`config.mk`:
```
export PLATFORM = sky130hd
export DESIGN_NAME = fdt_structure_token_walker_flat
export DESIGN_NICKNAME = d
export VERILOG_FILES = /design/src/design/fdtw_pkg.sv /design/src/design/fdtw_if.sv /design/src/design/fdtw_core.sv /design/src/design/fdt_structure_token_walker.sv /design/src/flat_wrapper.sv
export SDC_FILE = /design/constraint.sdc
export NUM_CORES = 1
export LEC_CHECK = 0
export BUFFER_PORTS_ARGS = -buffer_cell sky130_fd_sc_hd__buf_4
export CAP_MARGIN = 30
export CORE_MARGIN = 4
export CORE_UTILIZATION = 23
export DETAILED_ROUTE_END_ITERATION = 7
export PLACE_DENSITY = 0.4
export SYNTH_ARGS = -nofsm -noshare
export SYNTH_HDL_FRONTEND = slang
export SYNTH_SLANG_ARGS = --single-unit
```
`constraint.sdc`:
```
create_clock -name clk -period 4.65 [get_ports clk]
set_clock_uncertainty 0.2 [all_clocks]
set_input_delay 0.465 -clock clk [delete_from_list [all_inputs] [get_ports clk]]
set_output_delay 0.465 -clock clk [all_outputs]
set_load 0.1 [all_outputs]
```
`src/design/fdtw_pkg.sv`:
```
// Shared constants and types for the device-tree structure token walker.
package fdtw_pkg;

  localparam int DEPTH_BITS = 8;
  localparam int DEPTH_EXT_W = (DEPTH_BITS > 8) ? DEPTH_BITS : 8;

  localparam logic [31:0] BLOB_MAGIC   = 32'hd00dfeed;
  localparam logic [31:0] TAG_BEGIN    = 32'h1;
  localparam logic [31:0] TAG_ENDNODE  = 32'h2;
  localparam logic [31:0] TAG_PROPERTY = 32'h3;
  localparam logic [31:0] TAG_NOP      = 32'h4;
  localparam logic [31:0] TAG_END      = 32'h9;

  typedef enum logic [2:0] {
    EV_NONE     = 3'd0,
    EV_OPEN     = 3'd1,
    EV_CLOSE    = 3'd2,
    EV_OK       = 3'd3,
    EV_BADMAGIC = 3'd4,
    EV_BADTAG   = 3'd5
  } event_t;

  typedef struct packed {
    logic [31:0] blob_word;
    logic        first_word;
  } word_t;

  typedef struct packed {
    event_t      event_res;
    logic [7:0]  nesting_depth;
  } result_t;

endpackage

```
`src/design/fdtw_if.sv`:
```
// Valid/ready channel interfaces for blob words and walk results.
interface fdtw_in_if;
  import fdtw_pkg::*;
  logic        valid;
  logic        ready;
  logic [31:0] blob_word;
  logic        first_word;

  modport source (output valid, output blob_word, output first_word, input ready);
  modport sink   (input valid, input blob_word, input first_word, output ready);
endinterface

interface fdtw_out_if;
  import fdtw_pkg::*;
  logic       valid;
  logic       ready;
  logic [2:0] event_res;
  logic [7:0] nesting_depth;

  modport source (output valid, output event_res, output nesting_depth, input ready);
  modport sink   (input valid, input event_res, input nesting_depth, output ready);
endinterface

```
`src/design/fdtw_core.sv`:
```
// Walk state registers and per-word token decode.
module fdtw_core
  import fdtw_pkg::*;
(
  input  logic    clk,
  input  logic    rst_n,
  input  logic    step_en,
  input  word_t   word_in,
  output result_t result_nxt
);

  typedef enum logic [2:0] {
    PH_IDLE   = 3'd0,
    PH_HEADER = 3'd1,
    PH_TOKEN  = 3'd2,
    PH_NAME   = 3'd3,
    PH_PLEN   = 3'd4,
    PH_POFF   = 3'd5,
    PH_DATA   = 3'd6,
    PH_DONE   = 3'd7
  } phase_t;

  phase_t                phase_r, phase_nxt;
  logic [29:0]           pos_r, pos_nxt;
  logic [29:0]           start_r, start_nxt;
  logic [30:0]           skip_r, skip_nxt;
  logic [DEPTH_BITS-1:0] depth_r, depth_nxt;
  logic [DEPTH_EXT_W-1:0] depth_ext;
  event_t                ev;
  logic [29:0]           pos_inc;
  logic [29:0]           start_raw;
  logic [30:0]           skip_dec;
  logic                  zero_byte;
  logic [31:0]           w;

  assign w         = word_in.blob_word;
  assign pos_inc   = pos_r + 30'd1;
  assign start_raw = w[31:2];
  assign skip_dec  = (skip_r != 31'd0) ? skip_r - 31'd1 : skip_r;
  assign zero_byte = (w[7:0] == 8'd0) || (w[15:8] == 8'd0) ||
                     (w[23:16] == 8'd0) || (w[31:24] == 8'd0);

  always_comb begin
    phase_nxt = phase_r;
    pos_nxt   = pos_r;
    start_nxt = start_r;
    skip_nxt  = skip_r;
    depth_nxt = depth_r;
    ev        = EV_NONE;
    if (word_in.first_word) begin
      pos_nxt   = 30'd0;
      start_nxt = 30'd0;
      skip_nxt  = 31'd0;
      depth_nxt = '0;
      if (w == BLOB_MAGIC) begin
        phase_nxt = PH_HEADER;
      end else begin
        phase_nxt = PH_DONE;
        ev        = EV_BADMAGIC;
      end
    end else begin
      pos_nxt = pos_inc;
      case (phase_r)
        PH_HEADER: begin
          if (pos_inc == 30'd2) begin
            start_nxt = (start_raw < 30'd3) ? 30'd3 : start_raw;
          end
          if (({1'b0, pos_inc} + 31'd1 == {1'b0, start_nxt}) && (pos_inc >= 30'd2)) begin
            phase_nxt = PH_TOKEN;
          end
        end
        PH_TOKEN: begin
          if (w == TAG_BEGIN) begin
            depth_nxt = depth_r + DEPTH_BITS'(1);
            ev        = EV_OPEN;
            phase_nxt = PH_NAME;
          end else if (w == TAG_ENDNODE) begin
            depth_nxt = depth_r - DEPTH_BITS'(1);
            ev        = EV_CLOSE;
          end else if (w == TAG_PROPERTY) begin
            phase_nxt = PH_PLEN;
          end else if (w == TAG_NOP) begin
            phase_nxt = PH_TOKEN;
          end else if (w == TAG_END) begin
            ev        = EV_OK;
            phase_nxt = PH_DONE;
          end else begin
            ev        = EV_BADTAG;
            phase_nxt = PH_DONE;
          end
        end
        PH_NAME: begin
          if (zero_byte) begin
            phase_nxt = PH_TOKEN;
          end
        end
        PH_PLEN: begin
          skip_nxt  = 31'(({1'b0, w} + 33'd3) >> 2);
          phase_nxt = PH_POFF;
        end
        PH_POFF: begin
          phase_nxt = (skip_r == 31'd0) ? PH_TOKEN : PH_DATA;
        end
        PH_DATA: begin
          skip_nxt = skip_dec;
          if (skip_dec == 31'd0) begin
            phase_nxt = PH_TOKEN;
          end
        end
        default: begin
          phase_nxt = phase_r;
        end
      endcase
    end
  end

  assign depth_ext                = DEPTH_EXT_W'(depth_nxt);
  assign result_nxt.event_res     = ev;
  assign result_nxt.nesting_depth = depth_ext[7:0];

  always_ff @(posedge clk) begin
    if (!rst_n) begin
      phase_r <= PH_IDLE;
      pos_r   <= 30'd0;
      start_r <= 30'd0;
      skip_r  <= 31'd0;
      depth_r <= '0;
    end else if (step_en) begin
      phase_r <= phase_nxt;
      pos_r   <= pos_nxt;
      start_r <= start_nxt;
      skip_r  <= skip_nxt;
      depth_r <= depth_nxt;
    end
  end

endmodule

```
`src/design/fdt_structure_token_walker.sv`:
```
// Top level of the device-tree structure token walker.
//
//   channel | dir | handshake          | payload
//   in_ch   | in  | valid/ready        | blob_word[31:0], first_word
//   out_ch  | out | valid/ready        | event_res[2:0], nesting_depth[7:0]
//
// One word per cycle while the result path is not stalled; each accepted word gives one result on the next cycle.
// The result is held in the result register after the token decode.
// Synchronous active-low reset returns the walk to idle with depth zero.
// A stalled result holds in the result register; input is taken in the same
// cycle the pending result leaves.
module fdt_structure_token_walker
  import fdtw_pkg::*;
(
  input  logic         clk,
  input  logic         rst_n,
  fdtw_in_if.sink      in_ch,
  fdtw_out_if.source   out_ch
);

  logic    in_fire;
  logic    out_valid_r;
  word_t   word_in;
  result_t result_nxt;
  result_t result_r;

  assign in_ch.ready        = !out_valid_r || out_ch.ready;
  assign in_fire            = in_ch.valid && in_ch.ready;
  assign word_in.blob_word  = in_ch.blob_word;
  assign word_in.first_word = in_ch.first_word;

  fdtw_core u_core (
    .clk        (clk),
    .rst_n      (rst_n),
    .step_en    (in_fire),
    .word_in    (word_in),
    .result_nxt (result_nxt)
  );

  always_ff @(posedge clk) begin
    if (!rst_n) begin
      out_valid_r <= 1'b0;
    end else if (in_fire) begin
      out_valid_r <= 1'b1;
    end else if (out_ch.ready) begin
      out_valid_r <= 1'b0;
    end
  end

  always_ff @(posedge clk) begin
    if (in_fire) begin
      result_r <= result_nxt;
    end
  end

  assign out_ch.valid         = out_valid_r;
  assign out_ch.event_res     = result_r.event_res;
  assign out_ch.nesting_depth = result_r.nesting_depth;

endmodule

```
`src/flat_wrapper.sv`:
```
// flat-port wrapper written by rule: the top's interface ports become plain ports
module fdt_structure_token_walker_flat import fdtw_pkg::*;
  (clk, rst_n, in_ch_valid, in_ch_blob_word, in_ch_first_word, in_ch_ready, out_ch_valid, out_ch_event_res, out_ch_nesting_depth, out_ch_ready);
  fdtw_in_if in_ch_i ();
  fdtw_out_if out_ch_i ();
  input  logic clk;
  input  logic rst_n;
  input wire logic [$bits(in_ch_i.valid)-1:0] in_ch_valid;
  input wire logic [$bits(in_ch_i.blob_word)-1:0] in_ch_blob_word;
  input wire logic [$bits(in_ch_i.first_word)-1:0] in_ch_first_word;
  output wire logic [$bits(in_ch_i.ready)-1:0] in_ch_ready;
  output wire logic [$bits(out_ch_i.valid)-1:0] out_ch_valid;
  output wire logic [$bits(out_ch_i.event_res)-1:0] out_ch_event_res;
  output wire logic [$bits(out_ch_i.nesting_depth)-1:0] out_ch_nesting_depth;
  input wire logic [$bits(out_ch_i.ready)-1:0] out_ch_ready;
  assign in_ch_i.valid = in_ch_valid;
  assign in_ch_i.blob_word = in_ch_blob_word;
  assign in_ch_i.first_word = in_ch_first_word;
  assign in_ch_ready = in_ch_i.ready;
  assign out_ch_valid = out_ch_i.valid;
  assign out_ch_event_res = out_ch_i.event_res;
  assign out_ch_nesting_depth = out_ch_i.nesting_depth;
  assign out_ch_i.ready = out_ch_ready;
  fdt_structure_token_walker u_core (.clk(clk), .rst_n(rst_n), .in_ch(in_ch_i), .out_ch(out_ch_i));
endmodule
```
# Yosys cells after proc, flatten, opt, wreduce, memory -nomap -nowiden
# Index checks and enable logic that the tools add are counted.
dict set report totals {
  register_bits 114
  inputBits 37
}
dict set report op_classes {
  order_cmp 2
  reduce_logical 21
  muxes 35
  eq_ne 18
  add_sub_neg 6
}
# operator count
set ops {}
lappend ops {{$mux 30} 7}
lappend ops {{$eq 32x2->1 const B} 2}
lappend ops {{$logic_not 31->1} 2}
lappend ops {{$mux 31} 2}
lappend ops {{$pmux 31 s2} 1}
lappend ops {{$mux 3} 18}
lappend ops {{$add 32x2->33 const B} 1}
lappend ops {{$eq 32x1->1 const B} 1}
lappend ops {{$eq 32x3->1 const B} 1}
lappend ops {{$eq 32x32->1 const B} 1}
lappend ops {{$eq 32x4->1 const B} 1}
lappend ops {{$logic_not 8->1} 4}
lappend ops {{$mux 8} 4}
lappend ops {{$add 30x1->31 const B} 1}
lappend ops {{$eq 31x30->1} 1}
lappend ops {{$reduce_bool 31->1} 1}
lappend ops {{$sub 31x1->31 const B} 1}
lappend ops {{$add 30x1->30 const B} 1}
lappend ops {{$eq 30x2->1 const B} 1}
lappend ops {{$ge 30x2->1 const B} 1}
lappend ops {{$lt 30x2->1 const B} 1}
lappend ops {{$pmux 3 s6} 1}
lappend ops {{$eq 3x3->1 const B} 3}
lappend ops {{$ne 3x3->1 const B} 3}
lappend ops {{14 further kinds} 22}

# Longest topological paths before layout
dict set report logic_depth {
  word_depth 10
  ltp_mapped 17
}

# Cells and area by module
# A second synthesis with hierarchy kept.
dict set report hier_totals {
  cells_unflattened 1207
  area_unflattened_um2 9356.5
}
# mod area_each_um2 cells_each n_inst seq_area_each_um2
set modules_own_cells {}
lappend modules_own_cells {fdtw_core 8968.6 1191 1 2042.0}
lappend modules_own_cells {fdt_structure_token_walker 387.9 16 1 350.3}

# Worst setup path after synthesis
# No wires, ideal clock.
dict set report synth_timing {
  kind {register -> register}
  startpoint {register u_core.u_core.pos_r[0]}
  endpoint {register u_core.u_core.phase_r[1]}
  setup_time_ps 60
  stages_incl_launch_ff 17
  period_less_slack_ps 4573
  path_buffers 3
  arrival_time_ps 4312
  path_slack_ps 77
  cell_sequence {dfxtp_1 -> ha_1 -> clkbuf_1 -> nand3_1 -> or4_4 -> buf_6 -> nor4_2 -> xor2_1 -> or4_4 -> nor4_4 -> buf_6 -> mux2i_1 -> xnor2_1 -> nor4_1 -> nand2_1 -> o41ai_2 -> o2111a_1}
}
dict set report synth_between {
  elab_chain_cells 9
}
# element line_no
set synth_rtl {}
lappend synth_rtl {{start, declared} fdtw_core.sv:24} ;# logic [29:0] pos_r, pos_nxt;
lappend synth_rtl {{start signal, assigned} fdtw_core.sv:130} ;# pos_r <= pos_nxt;
lappend synth_rtl {{$add 30x1->30 *} fdtw_core.sv:37} ;# assign pos_inc = pos_r + 30'd1;
lappend synth_rtl {{parallel branches: the longest is 5 deep, another holds $add 30x1->31} n/a}
lappend synth_rtl {{$logic_and 1x1->1 *} fdtw_core.sv:68} ;# if (({1'b0, pos_inc} + 31'd1 == {1'b0, start_nxt}) && (pos_inc >= 30'd2)) begin
lappend synth_rtl {{$ne 3x3->1 (no line) *} n/a}
lappend synth_rtl {{$reduce_and 6->1 (no line) *} n/a}
lappend synth_rtl {{end signal, assigned} fdtw_core.sv:129} ;# phase_r <= phase_nxt;
lappend synth_rtl {{end, declared} fdtw_core.sv:23} ;# phase_t phase_r, phase_nxt;
# Every way passes the cells marked *. The select of a mux whose other input is x is not followed.
# A chain may end at the register's enable or synchronous reset.

# Worst setup path in the final report
dict set report layout_timing {
  startpoint {register u_core.u_core.pos_r[1]}
  endpoint {register u_core.u_core.phase_r[1]}
}
# Same word-level chain as after synthesis.

==> Implementation_results.wiki <==
{| class="wikitable"
! Metric !! Value
|-
| Status || finished, final reports clean
|-
| Fin Setup TNS || 0 ns
|-
| Path class of the lowest-slack min-delay path || input port to flip-flop
|-
| Leading post-synthesis cells by instance count || nor2_1 (148), nand2_1 (117), dfxtp_1 (103)
|-
| Vias per inst || 4.97
|-
| CTS buffer count || 17
|-
| Global-route wire length before repair || 50200 µm
|-
| CP required || 4.83 ns
|-
| Vias || 8882
|-
| Number of failing setup endpoints in the final timing report || 0
|-
| Startpoint type of the worst setup path || flip-flop
|-
| Site Rows || 71
|-
| RD Place Congestion || 0.817
|-
| Largest fanout on the critical path || 7
|-
| Hold Startpoint || in_ch_valid
|-
| Die outline area || 0.0416 mm²
|-
| Root buffer cell || clkbuf_16
|-
| Post-Layout Cell Count || 1788
|-
| Worst setup path start || u_core.u_core.pos_r[1]$_SDFFE_PN0P_
|-
| Cell with the biggest individual delay on the critical path || or4_4
|-
| Number of slew-limit violations in the final report || 0
|-
| Clock network power share || 46.8%
|-
| Maximum level of the CTS H-tree || 4
|-
| GR Util All Layers || 15.3%
|-
| Growth of design area from synthesis to finish || 26.4%
|-
| Headroom to the max-slew limit || 49.2%
|-
| Tmin final || 4.50 ns
|-
| Number of enable flip-flop cells after synthesis || 11
|-
| Part of the power in combinational logic || 20.2%
|-
| Sw Share || 30.3%
|-
| Buffers added on ports || 49
|-
| P per Cell Area || 277 mW/mm²
|-
| Mean instance size in the synthesized netlist || 7.41 µm²
|-
| Cell-by-cell listing of the critical path || ha_4, nand3_4, or4_4, o31a_1, or2_1, or4b_4, nor4_4, buf_6, mux2i_2, xnor2_1, nor4_1, nand4_1, o41ai_4, o2111a_1
|-
| Pint || 2160 µW
|-
| Final worst path period share || 96.8%
|-
| Number of inserted diodes || 0
|-
| Synth top area share || 23.3%
|-
| Element type at the critical path end || flip-flop
|-
| Maximum number of pins on one net before global-route repair || 51
|-
| Total of max-cap violations || 0
|-
| Least-Margin Pin Slew || 0.761 ns
|-
| Placed Cells incl. Taps || 1740
|-
| Number of top-level design ports || 50
|-
| WS Path Type || flip-flop to flip-flop
|-
| RR Endpoint || u_core.u_core.phase_r[1]$_SDFFE_PN0P_
|-
| CTS tree || done
|-
| Number of distinct library cells after synthesis || 86
|-
| Seq/Total Area, Yosys || 27.1%
|-
| Initial cell density of the core || 23.4%
|-
| Detailed Route WL || 32400 µm
|-
| Deepest clock path buffer count || 2
|-
| Register-to-Register Path Depth || 14
|-
| Leading area contributor after synthesis || dfxtp_1
|-
| Data arrival time of the critical path || 4.68 ns
|-
| End of the critical path || u_core.u_core.phase_r[1]$_SDFFE_PN0P_
|-
| Vias in the first global route || 8604
|-
| Delay contributed by the slowest stage of the critical path || 0.60 ns
|-
| Detailed placement HPWL || 24000 µm
|-
| Hold violation total from the final report || 0
|-
| Number of design rule violations left after detail routing || 0
|-
| Initial antenna violation count || 0
|-
| CTS sink count || 114
|-
| Die X || 204 µm
|-
| Top FF cell, synth || dfxtp_1
|-
| Standby leakage power || 0.00395 µW
|-
| Post-route ant nets || 0
|-
| Drt pass-1 iters || 7
|-
| Share of flip-flops with an asynchronous set or reset after synthesis || 0%
|-
| Post-Synthesis Net Count || 1237
|-
| Power consumption || 3090 µW
|-
| Post-layout net count || 1309
|-
| Timing-limited maximum frequency || 0.222 GHz
|-
| Most numerous cell in the Yosys netlist || nor2_1
|-
| Instance area after placement || 0.0101 mm²
|-
| Clock slew seen by the registers of the worst setup and hold paths || 0.06 ns
|-
| Die height || 204 µm
|-
| Post-route design area || 0.0112 mm²
|-
| Sequential share of power || 33.0%
|-
| Later-pin clock latency in the skew report || 0.44 ns
|-
| Core region area || 0.0378 mm²
|-
| Synthesis Warnings || 0
|-
| Total net switching power || 938 µW
|-
| Number of storage elements in the synthesis netlist || 114
|-
| Average wire per standard cell || 18.1 µm
|-
| Gr ovfl total || 0
|-
| Synth Cell Area || 0.00883 mm²
|-
| Peak VDD IR || 0.207 mV
|-
| Syn Inst Count || 1192
|-
| Top cells by area, synth || dfxtp_1 (23%), xnor2_1 (8.3%), nor2_1 (6.3%)
|-
| R2r startpoint || u_core.u_core.pos_r[1]$_SDFFE_PN0P_
|-
| Drt initial violations || 552
|-
| Slack of the worst reg-to-reg path || 0.15 ns
|-
| Share of final-layout standard cells stronger than drive strength 1 || 19.6%
|}
power by group through the flow:
stage	combinational [µW]	clock [µW]	sequential, µW
2_1_floorplan	351	0	1070
3_3_place_gp	604	0	1040
6_report	624	1450	1020
3_5_place_dp	603	0	1040
5_1_grt	681	1520	1020
4_1_cts	608	1480	1020
cell families (layout without fill, tap and decap cells):
group	after synthesis	after routing	share of synthesized area [%]
AO/OA/AOI/OAI	268	268	19.2
flip-flops	114	114	27.1
multiplexers	34	34	3.91
buffers and inverters	120	205	5.50
adder cells (fa/ha/maj)	8	8	1.13
XOR/XNOR	122	122	12.2
AND/OR/NAND/NOR	526	526	31.0
per-stage QoR:
step	setup WS [ns]	util [%]	hold WS, ns
after floorplan	0.0772	-	0.248
after detailed placement	0.00267	26.8	0.263
final	0.149	29.6	0.0780
after global routing	-0.0352	29.6	0.0660
after CTS	0.00579	28.5	0.0588
after global placement	0.0252	26.7	0.254
cells in the final DEF (no fill, tap or decap), types with 40 or more instances in the layout:
cell | netlist | final
nor2_1 | 148 | 148
nand3_1 | 45 | 40
o21ai_0 | 63 | 61
xnor2_1 | 84 | 80
nand2_1 | 117 | 117
dfxtp_1 | 103 | 97
nor3_1 | 48 | 44
a21oi_1 | 84 | 84
buf_4 | 1 | 134
a22oi_1 | 46 | 46
worst max-delay path, delay by kind of cell (launching register included):
kind,cells,cell delay [ns]
XOR/XNOR,1,0.12
adder cells (fa/ha/maj),1,0.15
AND/OR/NAND/NOR,7,2.15
buffers and inverters,1,0.20
flip-flops,1,0.37
AO/OA/AOI/OAI,3,0.98
multiplexers,1,0.26
flip-flops by register name, summed over array words and instances, names as in the netlist:
name / count
u_core.u_core.skip_r: 31
u_core.u_core.pos_r: 30
u_core.u_core.start_r: 30
u_core.out_ch.nesting_depth: 8
u_core.u_core.depth_r: 8
u_core.out_ch.event_res: 3
u_core.u_core.phase_r: 3
u_core.out_ch.valid: 1
layout make-up:
class / count / area (µm²)
fill: 4151 / 26600
multi-input combinational: 958 / 6200
sequential: 114 / 2400
timing repair buffer: 144 / 1170
tap: 511 / 639
clock buffer: 20 / 457
clock inverter: 12 / 176
inverter: 29 / 110
metal layers:
layer	share of wire (%)	vias up	track usage (%)	routed length, µm
li1	-	4429	-	-
met1	47	4293	20.5	15300
met2	48	135	25.9	15700
met3	3.3	25	2.55	1060
met4	1.2	0	3.37	386
met5	0	-	0	0
worst min-delay path by stage:
stage	to	slack, ns	cells past startpoint
3_3_place_gp	u_core.u_core.depth_r[7]$_SDFFE_PN0P_	0.25	2
6_report	u_core.out_ch.valid$_SDFFE_PN0P_	0.08	3
5_1_grt	u_core.out_ch.valid$_SDFFE_PN0P_	0.07	3
3_5_place_dp	u_core.u_core.depth_r[7]$_SDFFE_PN0P_	0.26	2
2_1_floorplan	u_core.u_core.depth_r[7]$_SDFFE_PN0P_	0.25	2
4_1_cts	u_core.out_ch.valid$_SDFFE_PN0P_	0.06	3
repair_timing:
item | 4_1_cts | 5_1_grt
endpoints found under the setup margin | 2 | 3
cloned | 0 | 2
buffers inserted | 0 | 14
resized for setup | 2 | 54
hold buffers | 0 | 0
endpoints found under the hold margin | 0 | 0
pin swaps | 0 | 15
No activity file was read; power rests on OpenSTA's default activity.
